File: src/asa_pkg.sv
// shared types, codes and constants of the shelf slot allocator
package asa_pkg;

  localparam int DEF_RECYCLE_DEPTH    = 32;
  localparam int DEF_MAX_ATLAS_HEIGHT = 1024;
  localparam int START_HEIGHT         = 128;
  localparam int ATLAS_WIDTH_RST      = 128;
  localparam int PAD2                 = 2;

  localparam int POS_W = 10;
  localparam int SZ_W  = 11;
  localparam int ST_W  = 3;

  localparam logic REQ_ALLOC   = 1'b0;
  localparam logic REQ_RELEASE = 1'b1;

  localparam logic [ST_W-1:0] ST_NEW      = 3'd0;
  localparam logic [ST_W-1:0] ST_REUSED   = 3'd1;
  localparam logic [ST_W-1:0] ST_LIMIT    = 3'd2;
  localparam logic [ST_W-1:0] ST_EMPTY    = 3'd3;
  localparam logic [ST_W-1:0] ST_RELEASED = 3'd4;
  localparam logic [ST_W-1:0] ST_DROPPED  = 3'd5;

  typedef struct packed {
    logic [POS_W-1:0] left;
    logic [POS_W-1:0] top;
    logic [SZ_W-1:0]  w;
    logic [SZ_W-1:0]  h;
  } slot_t;

  typedef struct packed {
    logic            accept;
    logic            rel_push;
    logic            rd_first;
    logic            ptr_inc;
    logic            take_hit;
    logic            cmp_write;
    logic            cnt_dec;
    logic            close_shelf;
    logic            grow;
    logic            place;
    logic            set_code;
    logic [ST_W-1:0] code;
    logic            load_out;
  } ctrl_cmd_t;

  typedef struct packed {
    logic is_release;
    logic glyph_empty;
    logic release_drop;
    logic list_empty;
    logic hit;
    logic last;
    logic need_close;
    logic over_height;
    logic over_max;
  } dp_stat_t;

endpackage

File: src/asa_req_if.sv
// request channel of the shelf slot allocator
interface asa_req_if;
  logic        valid;
  logic        ready;
  logic        req_type;
  logic [9:0]  glyph_width;
  logic [9:0]  glyph_height;
  logic [9:0]  release_left;
  logic [9:0]  release_top;
  logic [10:0] release_w;
  logic [10:0] release_h;

  modport source (
    output valid, req_type, glyph_width, glyph_height,
    output release_left, release_top, release_w, release_h,
    input  ready
  );
  modport sink (
    input  valid, req_type, glyph_width, glyph_height,
    input  release_left, release_top, release_w, release_h,
    output ready
  );
endinterface

File: src/asa_res_if.sv
// result channel of the shelf slot allocator
interface asa_res_if;
  logic        valid;
  logic        ready;
  logic [2:0]  status;
  logic [9:0]  slot_left;
  logic [9:0]  slot_top;
  logic [10:0] slot_w;
  logic [10:0] slot_h;
  logic [10:0] atlas_height_now;
  logic        height_grew;

  modport source (
    output valid, status, slot_left, slot_top, slot_w, slot_h,
    output atlas_height_now, height_grew,
    input  ready
  );
  modport sink (
    input  valid, status, slot_left, slot_top, slot_w, slot_h,
    input  atlas_height_now, height_grew,
    output ready
  );
endinterface

File: src/asa_cfg_if.sv
// configuration write channel of the shelf slot allocator
interface asa_cfg_if;
  logic        valid;
  logic        ready;
  logic [10:0] atlas_width;

  modport source (
    output valid, atlas_width,
    input  ready
  );
  modport sink (
    input  valid, atlas_width,
    output ready
  );
endinterface

File: src/atlas_shelf_slot_allocator.sv
// top level of the shelf packing texture atlas slot allocator
// Each request either allocates a padded slot (recycled first fit, else the open shelf,
// doubling the atlas height up to MAX_ATLAS_HEIGHT) or releases a slot onto the recycled
// list of RECYCLE_DEPTH entries. One request is worked at a time and gives one result.
// A release or an empty glyph goes straight to its result. An allocate walks the live
// recycled entries, examining each before a hit and moving each later one down after it;
// on a hit it takes that slot, on a miss it closes the shelf if needed and doubles the
// atlas height as needed. The single read port of the recycled list ram sets the search
// and compaction pace. The result register lets the next request be accepted while a
// result waits. atlas_width must be written by the user only while no request is in
// flight; the block does not enforce it. There is no clearing pass after reset.
module atlas_shelf_slot_allocator #(
  parameter int RECYCLE_DEPTH    = asa_pkg::DEF_RECYCLE_DEPTH,
  parameter int MAX_ATLAS_HEIGHT = asa_pkg::DEF_MAX_ATLAS_HEIGHT
) (
  input  logic       clk,
  input  logic       rst_n,
  asa_req_if.sink    in_req,
  asa_res_if.source  out_res,
  asa_cfg_if.sink    cfg_wr
);
  import asa_pkg::*;

  ctrl_cmd_t cmd;
  dp_stat_t  stat;
  logic      in_ready;
  logic      out_valid;

  assign in_req.ready  = in_ready;
  assign out_res.valid = out_valid;
  assign cfg_wr.ready  = 1'b1;

  asa_ctrl u_ctrl (
    .clk      (clk),
    .rst_n    (rst_n),
    .in_valid (in_req.valid),
    .in_ready (in_ready),
    .out_valid(out_valid),
    .out_ready(out_res.ready),
    .stat     (stat),
    .cmd      (cmd)
  );

  asa_dp #(
    .RECYCLE_DEPTH   (RECYCLE_DEPTH),
    .MAX_ATLAS_HEIGHT(MAX_ATLAS_HEIGHT)
  ) u_dp (
    .clk                 (clk),
    .rst_n               (rst_n),
    .cmd                 (cmd),
    .stat                (stat),
    .cfg_we              (cfg_wr.valid),
    .cfg_atlas_width     (cfg_wr.atlas_width),
    .in_req_type         (in_req.req_type),
    .in_glyph_width      (in_req.glyph_width),
    .in_glyph_height     (in_req.glyph_height),
    .in_release_left     (in_req.release_left),
    .in_release_top      (in_req.release_top),
    .in_release_w        (in_req.release_w),
    .in_release_h        (in_req.release_h),
    .out_status          (out_res.status),
    .out_slot_left       (out_res.slot_left),
    .out_slot_top        (out_res.slot_top),
    .out_slot_w          (out_res.slot_w),
    .out_slot_h          (out_res.slot_h),
    .out_atlas_height_now(out_res.atlas_height_now),
    .out_height_grew     (out_res.height_grew)
  );
endmodule

File: src/asa_ram.sv
// generic single write port ram with registered read
module asa_ram #(
  parameter int WIDTH = 42,
  parameter int DEPTH = 32
) (
  input  logic                                  clk,
  input  logic                                  we,
  input  logic [((DEPTH > 1) ? $clog2(DEPTH) : 1)-1:0] waddr,
  input  logic [WIDTH-1:0]                      wdata,
  input  logic [((DEPTH > 1) ? $clog2(DEPTH) : 1)-1:0] raddr,
  output logic [WIDTH-1:0]                      rdata
);
  logic [WIDTH-1:0] mem_r [DEPTH];
  logic [WIDTH-1:0] rdata_r;

  always_ff @(posedge clk) begin
    if (we) begin
      mem_r[waddr] <= wdata;
    end
    rdata_r <= mem_r[raddr];
  end

  assign rdata = rdata_r;
endmodule

File: src/asa_ctrl.sv
// controller state machine of the shelf slot allocator
module asa_ctrl (
  input  logic               clk,
  input  logic               rst_n,
  input  logic               in_valid,
  output logic               in_ready,
  output logic               out_valid,
  input  logic               out_ready,
  input  asa_pkg::dp_stat_t  stat,
  output asa_pkg::ctrl_cmd_t cmd
);
  import asa_pkg::*;

  localparam logic [2:0] S_IDLE    = 3'd0;
  localparam logic [2:0] S_EXEC    = 3'd1;
  localparam logic [2:0] S_SEARCH  = 3'd2;
  localparam logic [2:0] S_COMPACT = 3'd3;
  localparam logic [2:0] S_CLOSE   = 3'd4;
  localparam logic [2:0] S_PLACE   = 3'd5;
  localparam logic [2:0] S_DONE    = 3'd6;

  logic [2:0] state_r;
  logic [2:0] state_nxt;
  logic       out_valid_r;
  logic       out_valid_nxt;

  always_comb begin
    cmd       = '0;
    state_nxt = state_r;
    case (state_r)
      S_IDLE: begin
        if (in_valid) begin
          cmd.accept = 1'b1;
          state_nxt  = S_EXEC;
        end
      end
      S_EXEC: begin
        if (stat.is_release) begin
          cmd.set_code = 1'b1;
          if (stat.release_drop) begin
            cmd.code = ST_DROPPED;
          end else begin
            cmd.code     = ST_RELEASED;
            cmd.rel_push = 1'b1;
          end
          state_nxt = S_DONE;
        end else if (stat.glyph_empty) begin
          cmd.set_code = 1'b1;
          cmd.code     = ST_EMPTY;
          state_nxt    = S_DONE;
        end else if (stat.list_empty) begin
          state_nxt = S_CLOSE;
        end else begin
          cmd.rd_first = 1'b1;
          state_nxt    = S_SEARCH;
        end
      end
      S_SEARCH: begin
        if (stat.hit) begin
          cmd.take_hit = 1'b1;
          state_nxt    = S_COMPACT;
        end else if (stat.last) begin
          state_nxt = S_CLOSE;
        end else begin
          cmd.ptr_inc = 1'b1;
        end
      end
      S_COMPACT: begin
        if (stat.last) begin
          cmd.cnt_dec = 1'b1;
          state_nxt   = S_DONE;
        end else begin
          cmd.cmp_write = 1'b1;
          cmd.ptr_inc   = 1'b1;
        end
      end
      S_CLOSE: begin
        cmd.close_shelf = stat.need_close;
        state_nxt       = S_PLACE;
      end
      S_PLACE: begin
        if (stat.over_height) begin
          if (stat.over_max) begin
            cmd.set_code = 1'b1;
            cmd.code     = ST_LIMIT;
            state_nxt    = S_DONE;
          end else begin
            cmd.grow = 1'b1;
          end
        end else begin
          cmd.place = 1'b1;
          state_nxt = S_DONE;
        end
      end
      S_DONE: begin
        if (!out_valid_r || out_ready) begin
          cmd.load_out = 1'b1;
          state_nxt    = S_IDLE;
        end
      end
      default: begin
        state_nxt = S_IDLE;
      end
    endcase
  end

  always_comb begin
    if (cmd.load_out) begin
      out_valid_nxt = 1'b1;
    end else if (out_ready) begin
      out_valid_nxt = 1'b0;
    end else begin
      out_valid_nxt = out_valid_r;
    end
  end

  always_ff @(posedge clk) begin
    if (!rst_n) begin
      state_r     <= S_IDLE;
      out_valid_r <= 1'b0;
    end else begin
      state_r     <= state_nxt;
      out_valid_r <= out_valid_nxt;
    end
  end

  assign in_ready  = (state_r == S_IDLE);
  assign out_valid = out_valid_r;
endmodule

File: src/asa_dp.sv
// datapath of the shelf slot allocator: shelf state, recycled list, result registers
module asa_dp #(
  parameter int RECYCLE_DEPTH    = asa_pkg::DEF_RECYCLE_DEPTH,
  parameter int MAX_ATLAS_HEIGHT = asa_pkg::DEF_MAX_ATLAS_HEIGHT
) (
  input  logic                        clk,
  input  logic                        rst_n,
  input  asa_pkg::ctrl_cmd_t          cmd,
  output asa_pkg::dp_stat_t           stat,
  input  logic                        cfg_we,
  input  logic [asa_pkg::SZ_W-1:0]    cfg_atlas_width,
  input  logic                        in_req_type,
  input  logic [asa_pkg::POS_W-1:0]   in_glyph_width,
  input  logic [asa_pkg::POS_W-1:0]   in_glyph_height,
  input  logic [asa_pkg::POS_W-1:0]   in_release_left,
  input  logic [asa_pkg::POS_W-1:0]   in_release_top,
  input  logic [asa_pkg::SZ_W-1:0]    in_release_w,
  input  logic [asa_pkg::SZ_W-1:0]    in_release_h,
  output logic [asa_pkg::ST_W-1:0]    out_status,
  output logic [asa_pkg::POS_W-1:0]   out_slot_left,
  output logic [asa_pkg::POS_W-1:0]   out_slot_top,
  output logic [asa_pkg::SZ_W-1:0]    out_slot_w,
  output logic [asa_pkg::SZ_W-1:0]    out_slot_h,
  output logic [asa_pkg::SZ_W-1:0]    out_atlas_height_now,
  output logic                        out_height_grew
);
  import asa_pkg::*;

  localparam int CW  = $clog2(RECYCLE_DEPTH + 1);
  localparam int IW  = (RECYCLE_DEPTH > 1) ? $clog2(RECYCLE_DEPTH) : 1;
  localparam int AHW = $clog2(MAX_ATLAS_HEIGHT) + 2;
  localparam int YW  = (AHW > SZ_W) ? AHW : SZ_W;
  localparam int TW  = YW + 1;

  logic [SZ_W-1:0]  aw_r;
  logic             req_type_r;
  logic [POS_W-1:0] gw_r;
  logic [POS_W-1:0] gh_r;
  logic [POS_W-1:0] rl_r;
  logic [POS_W-1:0] rt_r;
  logic [SZ_W-1:0]  rw_r;
  logic [SZ_W-1:0]  rh_r;

  logic [SZ_W-1:0]  shelf_x_r;
  logic [YW-1:0]    shelf_y_r;
  logic [SZ_W-1:0]  shelf_h_r;
  logic [AHW-1:0]   ah_r;
  logic [CW-1:0]    count_r;
  logic [CW-1:0]    ptr_r;
  logic             grew_r;

  logic [ST_W-1:0]  res_status_r;
  logic [POS_W-1:0] res_left_r;
  logic [POS_W-1:0] res_top_r;
  logic [SZ_W-1:0]  res_w_r;
  logic [SZ_W-1:0]  res_h_r;

  logic [ST_W-1:0]  out_status_r;
  logic [POS_W-1:0] out_left_r;
  logic [POS_W-1:0] out_top_r;
  logic [SZ_W-1:0]  out_w_r;
  logic [SZ_W-1:0]  out_h_r;
  logic [SZ_W-1:0]  out_ah_r;
  logic             out_grew_r;

  logic [SZ_W-1:0]  pw;
  logic [SZ_W-1:0]  ph;
  logic [CW-1:0]    ptr_p1;
  logic [CW-1:0]    ptr_p2;
  logic [SZ_W:0]    x_sum;
  logic [TW-1:0]    target;
  logic [TW-1:0]    shelf_bottom;
  slot_t            rd_slot;
  slot_t            wr_slot;
  logic [$bits(slot_t)-1:0] ram_rdata;
  logic             ram_we;
  logic [IW-1:0]    ram_waddr;
  logic [IW-1:0]    ram_raddr;

  assign pw           = SZ_W'(gw_r) + SZ_W'(PAD2);
  assign ph           = SZ_W'(gh_r) + SZ_W'(PAD2);
  assign ptr_p1       = ptr_r + CW'(1);
  assign ptr_p2       = ptr_r + CW'(2);
  assign x_sum        = {1'b0, shelf_x_r} + {1'b0, pw};
  assign target       = {1'b0, shelf_y_r} + TW'(ph);
  assign shelf_bottom = {1'b0, shelf_y_r} + TW'(shelf_h_r);
  assign rd_slot      = slot_t'(ram_rdata);

  assign stat.is_release   = (req_type_r == REQ_RELEASE);
  assign stat.glyph_empty  = (gw_r == '0) || (gh_r == '0);
  assign stat.release_drop = (rw_r == '0) || (rh_r == '0) || (count_r >= CW'(RECYCLE_DEPTH));
  assign stat.list_empty   = (count_r == '0);
  assign stat.hit          = (rd_slot.w >= pw) && (rd_slot.h >= ph);
  assign stat.last         = (ptr_p1 >= count_r);
  assign stat.need_close   = (x_sum > {1'b0, aw_r});
  assign stat.over_height  = (target > TW'(ah_r));
  assign stat.over_max     = (target > TW'(MAX_ATLAS_HEIGHT));

  // recycled list in insertion order, entries below count_r are live
  always_comb begin
    wr_slot.left = rl_r;
    wr_slot.top  = rt_r;
    wr_slot.w    = rw_r;
    wr_slot.h    = rh_r;
  end

  // while compacting, the entry above the one being written is already in rd_slot
  assign ram_we    = cmd.rel_push | cmd.cmp_write;
  assign ram_waddr = cmd.rel_push ? count_r[IW-1:0] : ptr_r[IW-1:0];
  assign ram_raddr = cmd.rd_first ? '0 :
                     (cmd.cmp_write ? ptr_p2[IW-1:0] : ptr_p1[IW-1:0]);

  asa_ram #(
    .WIDTH($bits(slot_t)),
    .DEPTH(RECYCLE_DEPTH)
  ) u_recycle_ram (
    .clk  (clk),
    .we   (ram_we),
    .waddr(ram_waddr),
    .wdata(cmd.rel_push ? wr_slot : rd_slot),
    .raddr(ram_raddr),
    .rdata(ram_rdata)
  );

  always_ff @(posedge clk) begin
    if (!rst_n) begin
      aw_r      <= SZ_W'(ATLAS_WIDTH_RST);
      shelf_x_r <= '0;
      shelf_y_r <= '0;
      shelf_h_r <= '0;
      ah_r      <= AHW'(START_HEIGHT);
      count_r   <= '0;
      ptr_r     <= '0;
      grew_r    <= 1'b0;
    end else begin
      if (cfg_we) begin
        aw_r <= cfg_atlas_width;
      end
      if (cmd.rel_push) begin
        count_r <= count_r + CW'(1);
      end else if (cmd.cnt_dec) begin
        count_r <= count_r - CW'(1);
      end
      if (cmd.rd_first) begin
        ptr_r <= '0;
      end else if (cmd.ptr_inc) begin
        ptr_r <= ptr_p1;
      end
      if (cmd.accept) begin
        grew_r <= 1'b0;
      end else if (cmd.grow) begin
        grew_r <= 1'b1;
      end
      if (cmd.close_shelf) begin
        shelf_y_r <= shelf_y_r + YW'(shelf_h_r);
        shelf_x_r <= '0;
        shelf_h_r <= '0;
      end else if (cmd.place) begin
        shelf_x_r <= shelf_x_r + pw;
        if (ph > shelf_h_r) begin
          shelf_h_r <= ph;
        end
      end
      if (cmd.grow) begin
        ah_r <= ah_r << 1;
      end
    end
  end

  always_ff @(posedge clk) begin
    if (cmd.accept) begin
      req_type_r <= in_req_type;
      gw_r       <= in_glyph_width;
      gh_r       <= in_glyph_height;
      rl_r       <= in_release_left;
      rt_r       <= in_release_top;
      rw_r       <= in_release_w;
      rh_r       <= in_release_h;
    end
    if (cmd.set_code) begin
      res_status_r <= cmd.code;
      res_left_r   <= '0;
      res_top_r    <= '0;
      res_w_r      <= '0;
      res_h_r      <= '0;
    end else if (cmd.take_hit) begin
      res_status_r <= ST_REUSED;
      res_left_r   <= rd_slot.left;
      res_top_r    <= rd_slot.top;
      res_w_r      <= rd_slot.w;
      res_h_r      <= rd_slot.h;
    end else if (cmd.place) begin
      res_status_r <= ST_NEW;
      res_left_r   <= shelf_x_r[POS_W-1:0];
      res_top_r    <= shelf_y_r[POS_W-1:0];
      res_w_r      <= pw;
      res_h_r      <= ph;
    end
    if (cmd.load_out) begin
      out_status_r <= res_status_r;
      out_left_r   <= res_left_r;
      out_top_r    <= res_top_r;
      out_w_r      <= res_w_r;
      out_h_r      <= res_h_r;
      out_ah_r     <= SZ_W'(ah_r);
      out_grew_r   <= grew_r;
    end
  end

  assign out_status           = out_status_r;
  assign out_slot_left        = out_left_r;
  assign out_slot_top         = out_top_r;
  assign out_slot_w           = out_w_r;
  assign out_slot_h           = out_h_r;
  assign out_atlas_height_now = out_ah_r;
  assign out_height_grew      = out_grew_r;

  a_count_bound: assert property (@(posedge clk) disable iff (!rst_n)
    count_r <= CW'(RECYCLE_DEPTH))
    else $error("recycled count past list depth");

  a_height_pow2: assert property (@(posedge clk) disable iff (!rst_n)
    $onehot(ah_r))
    else $error("atlas height not a power of two");

  a_shelf_fits: assert property (@(posedge clk) disable iff (!rst_n)
    shelf_bottom <= TW'(ah_r))
    else $error("open shelf reaches below atlas height");

  a_grow_legal: assert property (@(posedge clk) disable iff (!rst_n)
    cmd.grow |-> (stat.over_height && !stat.over_max))
    else $error("atlas height doubled without need or past limit");
endmodule
File: src/flat_wrapper.sv
// flat-port wrapper written by rule: the top's interface ports become plain ports
module atlas_shelf_slot_allocator_flat import asa_pkg::*;
#(
  parameter int RECYCLE_DEPTH    = asa_pkg::DEF_RECYCLE_DEPTH,
  parameter int MAX_ATLAS_HEIGHT = asa_pkg::DEF_MAX_ATLAS_HEIGHT
)
  (clk, rst_n, in_req_valid, in_req_req_type, in_req_glyph_width, in_req_glyph_height, in_req_release_left, in_req_release_top, in_req_release_w, in_req_release_h, in_req_ready, out_res_valid, out_res_status, out_res_slot_left, out_res_slot_top, out_res_slot_w, out_res_slot_h, out_res_atlas_height_now, out_res_height_grew, out_res_ready, cfg_wr_valid, cfg_wr_atlas_width, cfg_wr_ready);
  asa_req_if in_req_i ();
  asa_res_if out_res_i ();
  asa_cfg_if cfg_wr_i ();
  input  logic clk;
  input  logic rst_n;
  input wire logic [$bits(in_req_i.valid)-1:0] in_req_valid;
  input wire logic [$bits(in_req_i.req_type)-1:0] in_req_req_type;
  input wire logic [$bits(in_req_i.glyph_width)-1:0] in_req_glyph_width;
  input wire logic [$bits(in_req_i.glyph_height)-1:0] in_req_glyph_height;
  input wire logic [$bits(in_req_i.release_left)-1:0] in_req_release_left;
  input wire logic [$bits(in_req_i.release_top)-1:0] in_req_release_top;
  input wire logic [$bits(in_req_i.release_w)-1:0] in_req_release_w;
  input wire logic [$bits(in_req_i.release_h)-1:0] in_req_release_h;
  output wire logic [$bits(in_req_i.ready)-1:0] in_req_ready;
  output wire logic [$bits(out_res_i.valid)-1:0] out_res_valid;
  output wire logic [$bits(out_res_i.status)-1:0] out_res_status;
  output wire logic [$bits(out_res_i.slot_left)-1:0] out_res_slot_left;
  output wire logic [$bits(out_res_i.slot_top)-1:0] out_res_slot_top;
  output wire logic [$bits(out_res_i.slot_w)-1:0] out_res_slot_w;
  output wire logic [$bits(out_res_i.slot_h)-1:0] out_res_slot_h;
  output wire logic [$bits(out_res_i.atlas_height_now)-1:0] out_res_atlas_height_now;
  output wire logic [$bits(out_res_i.height_grew)-1:0] out_res_height_grew;
  input wire logic [$bits(out_res_i.ready)-1:0] out_res_ready;
  input wire logic [$bits(cfg_wr_i.valid)-1:0] cfg_wr_valid;
  input wire logic [$bits(cfg_wr_i.atlas_width)-1:0] cfg_wr_atlas_width;
  output wire logic [$bits(cfg_wr_i.ready)-1:0] cfg_wr_ready;
  assign in_req_i.valid = in_req_valid;
  assign in_req_i.req_type = in_req_req_type;
  assign in_req_i.glyph_width = in_req_glyph_width;
  assign in_req_i.glyph_height = in_req_glyph_height;
  assign in_req_i.release_left = in_req_release_left;
  assign in_req_i.release_top = in_req_release_top;
  assign in_req_i.release_w = in_req_release_w;
  assign in_req_i.release_h = in_req_release_h;
  assign in_req_ready = in_req_i.ready;
  assign out_res_valid = out_res_i.valid;
  assign out_res_status = out_res_i.status;
  assign out_res_slot_left = out_res_i.slot_left;
  assign out_res_slot_top = out_res_i.slot_top;
  assign out_res_slot_w = out_res_i.slot_w;
  assign out_res_slot_h = out_res_i.slot_h;
  assign out_res_atlas_height_now = out_res_i.atlas_height_now;
  assign out_res_height_grew = out_res_i.height_grew;
  assign out_res_i.ready = out_res_ready;
  assign cfg_wr_i.valid = cfg_wr_valid;
  assign cfg_wr_i.atlas_width = cfg_wr_atlas_width;
  assign cfg_wr_ready = cfg_wr_i.ready;
  atlas_shelf_slot_allocator #(.RECYCLE_DEPTH(RECYCLE_DEPTH), .MAX_ATLAS_HEIGHT(MAX_ATLAS_HEIGHT)) u_core (.clk(clk), .rst_n(rst_n), .in_req(in_req_i), .out_res(out_res_i), .cfg_wr(cfg_wr_i));
endmodule
File: config.mk
export PLATFORM = sky130hd
export DESIGN_NAME = atlas_shelf_slot_allocator_flat
export DESIGN_NICKNAME = d
export VERILOG_FILES = /design/src/asa_pkg.sv /design/src/asa_req_if.sv /design/src/asa_res_if.sv /design/src/asa_cfg_if.sv /design/src/atlas_shelf_slot_allocator.sv /design/src/asa_ram.sv /design/src/asa_ctrl.sv /design/src/asa_dp.sv /design/src/flat_wrapper.sv
export SDC_FILE = /design/constraint.sdc
export NUM_CORES = 2
export LEC_CHECK = 0
export BUFFER_PORTS_ARGS = -buffer_cell sky130_fd_sc_hd__buf_2
export CAP_MARGIN = 20
export CORE_MARGIN = 3
export CORE_UTILIZATION = 40
export DETAILED_ROUTE_END_ITERATION = 16
export RECOVER_POWER = 50
export SLEW_MARGIN = 20
export SYNTH_ARGS = -nofsm -noshare
export SYNTH_HDL_FRONTEND = slang
export SYNTH_HIERARCHICAL = 1
export SYNTH_SLANG_ARGS = --single-unit
File: constraint.sdc
create_clock -name clk -period 10.45 [get_ports clk]
set_clock_uncertainty 0.1 [all_clocks]
set_input_delay 0 -clock clk [delete_from_list [all_inputs] [get_ports clk]]
set_output_delay 0 -clock clk [all_outputs]
set_load 0.005 [all_outputs]
After elaboration in Yosys (flattened, before gate mapping)
Memory sizes are Yosys's and may differ from the RTL's. A register that Yosys moved wholly into a read port is not among the register bits.
Index checks and enable logic that the tools add are counted.
Operators by class
  $add $sub $neg: 10
  $lt $le $gt $ge: 8
  eq/ne operators: 11
  muxes and demuxes: 60
  bitwise logic cells: 2
  reduce and logical (&&, ||, !) cells: 21
Operators with widths (number)
  11-bit two-way mux: 4
  42-bit two-way mux: 1
  10-bit two-way mux: 4
  3-bit two-way mux: 13
  1-bit two-way mux: 23
  10-bit by 2-bit adder with 11-bit output (second input constant): 2
  11-bit >= comparator: 2
  11-bit zero test: 2
  3-bit case mux with 7 select lines: 1
  10-bit zero test: 2
  4-bit two-way mux: 4
  5-bit two-way mux: 3
  12-bit by 11-bit adder with 13-bit output: 1
  13-bit by 11-bit greater-than comparator with 1-bit output (second input constant): 1
  13-bit by 12-bit greater-than comparator with 1-bit output: 1
  11-bit by 11-bit adder with 12-bit output: 1
  12-bit by 11-bit adder with 12-bit output: 1
  6-bit by 1-bit adder with 6-bit output (second input constant): 2
  12-bit by 11-bit greater-than comparator with 1-bit output: 1
  6-bit two-way mux: 2
  11-bit adder: 1
  11-bit greater-than comparator: 1
  3-bit equality test (second input constant): 3
  4-bit case mux with 2 select lines: 1
  24 further kinds: 35
Word-level totals
  register bits after elaboration: 225
  RAM bits: 1344
  output and inout bits: 60
  logic and storage cells: 142
  memories kept: 1
Memories
  u_core.u_dp.u_recycle_ram.mem_r: depth 32, width 42, read ports 1, clocked after memory_dff 1, wr ports 1, RTL line asa_ram.sv:13  | logic [WIDTH-1:0] mem_r [DEPTH];

Depth between registers and ports, before layout
  depth after elaboration: 9
  gate-level depth with buffers: 23
  depth with buffers taken out: 23

Modules after synthesis
The synthesis kept the hierarchy.
Modules (own cells, without submodules)
  asa_ram: times used 1, cells each 2953, area each 53188.5 um^2, seq. area each 41199.5 um^2
  asa_dp: times used 1, cells each 1097, area each 11597.4 um^2, seq. area each 5585.4 um^2
  asa_ctrl: times used 1, cells each 62, area each 440.4 um^2, seq. area each 80.1 um^2
  atlas_shelf_slot_allocator: times used 1, cells each 2, area each 11.3 um^2, seq. area each 0.0 um^2

Least setup slack after synthesis
OpenSTA, ideal clock, no wires.
  path kind: register -> register
  start: register u_core.u_dp.ptr_r[1]
  end: memory u_core.u_dp.u_recycle_ram.mem_r[12][0] (enable)
  data arrival time: 4.594 ns
  slack: 5.314 ns
  stages on the path, launching flop included: 16
  period minus slack after synthesis: 5.136 ns
  cell sequence: dfxtp_1 -> ha_1 -> ha_1 -> a21o_1 -> a21o_1 -> a21oi_1 -> nor2b_1 -> o21ai_0 -> nand2b_1 -> inv_1 -> and3_1 -> clkbuf_1 -> or2_2 -> or3b_2 -> clkbuf_1 -> nor2_1
RTL lines
  start: declaration: RTL line asa_dp.sv:49  | logic [CW-1:0] ptr_r;
  start signal: assignment: RTL line asa_dp.sv:147  | ptr_r <= ptr_p1;
  end: declaration: RTL line asa_ram.sv:13

==> results.sh <==
export IMPL_cts_buffers=165
export IMPL_chipHeight_um=410
export IMPL_clock_sinks=1611
export IMPL_start_util_pct=40.4
export IMPL_routed_wl_um=177000
export IMPL_cts_tree="done"
export IMPL_io_pin_count=139
export IMPL_post_cts_buffers=0
export IMPL_firstDrtPassIters=7
export IMPL_grt_pass1_wl_um=254000
export IMPL_leakagePower_nw=29.0
export IMPL_max_slew_margin_rel_pct=-147
export IMPL_period_minus_slack_ns=8.09
export IMPL_cap_viol_max_count=5
export IMPL_globalRouteOverflowTotal=0
export IMPL_postSynthAreaPerCell_um2=15.9
export IMPL_cts_buffer_depth=3
export IMPL_worstPathCellList="nand2b_1 > nor3b_1 > nor2b_1 > clkbuf_1 > nand2_1 > o21ai_4"
export IMPL_yosysWarnings=6
export IMPL_viasPerCell=5.53
export IMPL_row_count=147
export IMPL_drtAntennaViolNets=0
export IMPL_die_x_um=410
export IMPL_critPathMaxFanout=35
export IMPL_ctsHoldBuffers=175
export IMPL_synth_area_um2=65200
export IMPL_finalHoldViolations=0
export IMPL_hpwlAfterDp_um=90700
export IMPL_crit_slowest_cell="clkbuf_1"
export IMPL_powerDensity_nw_per_um2=252
export IMPL_io_buffer_count=130
export IMPL_status="finished with violations"
export IMPL_drtIter0Drc=3812
export IMPL_grt_pass1_vias=36100
export IMPL_ir_worst_vdd_mv=0.218
export IMPL_clkLatencyLatePin_ns=0.81
export IMPL_vias=37200
export IMPL_fin_hold_ws_ns=0.0562
export IMPL_synth_seq_cells=1611
export IMPL_cts_root_buf="clkbuf_16"
export IMPL_cp_required_ns=10.84
export IMPL_rsz0062_at_grt="no"
export IMPL_drv_slew=178
export IMPL_yosys_cell_types_count=74
export IMPL_crit_family="simple AND/OR/NAND/NOR gates"
export IMPL_finalCritPeriodShare_pct=77.5
export IMPL_finalSetupTns_ns=0
export IMPL_path_class="reg -> reg"
export IMPL_path_buf_inv=1
export IMPL_synthCells=4114
export IMPL_worst_slew_pin_slew_ns=3.70
export IMPL_holdCritPathClass="in -> reg"
export IMPL_arrival_ns=8.48
export IMPL_die_area_um2=168000
export IMPL_gp_congestion=0.862
export IMPL_crit_path_start_kind="flop"
export IMPL_ys_async_sr_fraction_pct=0
export IMPL_routedWlPerCell_um=26.3
export IMPL_drc=0
export IMPL_fin_nets=4607
export IMPL_post_cts_resized=0
export IMPL_area_growth_pct=14.9
export IMPL_antenna_found_initial=6
export IMPL_violations="max-capacitance violations, max-slew violations"
export IMPL_synth_ff_type="edfxtp_1"
export IMPL_drive_gt1_share_pct=9.61
export IMPL_cts_htree_levels=4
export IMPL_ys_seq_area_share_pct=71.8
export IMPL_synth_edff_count=1460
export IMPL_critPathCaptureType="flop"
export IMPL_cts_clk_slew_worst_paths_ns=0.06
export IMPL_max_freq_mhz=124
export IMPL_grt_usage_pct=20.7
export IMPL_setup_violations=0
export IMPL_cpPeakStageDelay_ns=2.73
export IMPL_core_area_um2=161000
export IMPL_grt_max_degree=128
[cells in the final DEF, fill, tap and decap left out, drive strengths merged, types with 11 or more instances in the layout]
master / netlist / routed
xor2: 22 / 22
nor2b: 17 / 17
a22oi: 126 / 126
edfxtp: 1460 / 1460
nor4: 12 / 12
a211oi: 38 / 38
nand2: 164 / 164
mux2i: 736 / 736
dfxtp: 151 / 151
buf: 147 / 137
ha: 97 / 97
xnor2: 31 / 31
nor3: 56 / 56
inv: 74 / 84
a21o: 17 / 17
a21oi: 208 / 208
a22o: 84 / 84
nand3: 148 / 148
clkbuf: 81 / 279
clkinv: 0 / 63
mux2: 47 / 47
a31oi: 43 / 43
and3: 11 / 11
dlygate4sd3: 0 / 175
nand2b: 15 / 15
nor2: 204 / 204
o21ai: 38 / 38
[metal layers]
metal | vias up | track usage [%] | routed length (um)
met5 | - | 0 | 13
met4 | 2 | 5.97 | 4420
met3 | 258 | 3.29 | 10700
met2 | 1308 | 33.4 | 83800
met1 | 19100 | 29.0 | 78000
li1 | 16500 | - | -
[flip-flops by register name, summed over array words and instances (netlist names), 6 cells and up]
signal and cells:
u_core/u_dp/rt_r 10, u_core/u_dp/ptr_r 6, u_core/u_dp/res_w_r 11, u_core/u_dp/shelf_h_r 11, u_core/u_dp/rw_r 11, u_core/u_dp/out_slot_h 11
u_core/u_dp/res_h_r 11, u_core/u_dp/u_recycle_ram/rdata 42, u_core/u_dp/aw_r 11, u_core/u_dp/u_recycle_ram/mem_r 1344, u_core/u_dp/count_r 6, u_core/u_dp/gw_r 10
u_core/u_dp/res_top_r 10, u_core/u_dp/shelf_y_r 12, u_core/u_dp/rl_r 10, u_core/u_dp/shelf_x_r 11, u_core/u_dp/out_slot_left 10, u_core/u_dp/res_left_r 10
u_core/u_dp/out_slot_top 10, u_core/u_dp/out_slot_w 11, u_core/u_dp/rh_r 11, u_core/u_dp/gh_r 10
[through the flow]
stage          worst slack [ns]  total power [mW]  utilization, %  instance area [um2]  instances
5_1_grt                    2.11              19.7            46.5                75000       6728
4_1_cts                    4.62              19.0            46.5                75100       6728
6_report                   2.36              18.9            46.5                75000       6729
3_3_place_gp               4.71              13.2            42.2                68100       6245
3_5_place_dp               4.67              13.3            42.2                68100       6245
2_1_floorplan              5.31              11.9               -                65300       4120
[cells in the mapped netlist (9+ instances only)]
cell | number | area, um2
nand2_1 | 164 | 616
nand2b_1 | 13 | 81.3
inv_1 | 74 | 278
o21ai_0 | 35 | 175
nor3_1 | 55 | 275
buf_1 | 25 | 93.8
a22oi_1 | 126 | 946
buf_8 | 10 | 150
buf_6 | 26 | 293
buf_4 | 46 | 345
a21o_1 | 16 | 120
nor2_1 | 204 | 766
mux2_2 | 47 | 529
a31oi_1 | 43 | 269
nor4_1 | 12 | 75.1
xnor2_1 | 31 | 272
edfxtp_1 | 1460 | 43800
and3_1 | 11 | 68.8
a211oi_1 | 37 | 278
xor2_1 | 22 | 193
a21oi_1 | 205 | 1030
clkbuf_1 | 78 | 293
buf_2 | 40 | 200
dfxtp_1 | 151 | 3020
nand3_1 | 148 | 741
mux2i_1 | 736 | 7370
o21a_1 | 9 | 67.6
a22o_1 | 84 | 736
nor2b_1 | 17 | 106
ha_1 | 97 | 1210
[cell type report]
class	instances	area, um2
flip-flops and latches	1611	46900
diodes	1	2.50
inverters	74	278
clock buffers	223	4460
clock inverters	85	752
well taps	2160	2700
fillers	13800	86300
repair buffers	368	2870
multi-input cells	2207	17100
[worst paths after layout]
path	start	end	slack, ns	depth (start not counted)
max	u_core/u_ctrl/state_r[0]	u_core/u_dp/u_recycle_ram/mem_r[20][0]	2.36	6
min	rst_n	u_core/u_dp/ah_r[7]	0.06	3
max reg2reg	u_core/u_ctrl/state_r[0]	u_core/u_dp/u_recycle_ram/mem_r[20][0]	2.36	6
min reg2reg	u_core/u_dp/res_status_r[2]	u_core/u_dp/out_status[2]	0.32	0
[cells by family (layout without fill, tap and decap cells)]
kind of cell / count (synthesis) / after routing / synth area share, %
AND/OR/NAND/NOR: 666 / 666 / 4.67
XOR/XNOR: 53 / 53 / 0.712
other: 2 / 9 / 0.0115
AO/OA/AOI/OAI: 596 / 596 / 6.12
multiplexers: 783 / 783 / 12.1
flip-flops: 1611 / 1611 / 71.8
adder cells (fa/ha/maj): 101 / 101 / 1.98
buffers and inverters: 302 / 750 / 2.57
[tightest hold or removal path, stage by stage]
cell and delay (ns):
dlygate4sd3_1 0.53, buf_2 0.24, o21ai_0 0.12
[power breakdown]
| part | internal (mW) | switching (mW) | total [mW] |
|---|---|---|---|
| combinational | 1.49 | 2.84 | 4.33 |
| sequential | 8.43 | 0.442 | 8.87 |
| clock | 3.21 | 2.47 | 5.68 |
Note: power is estimated with default switching activity, not from simulation.
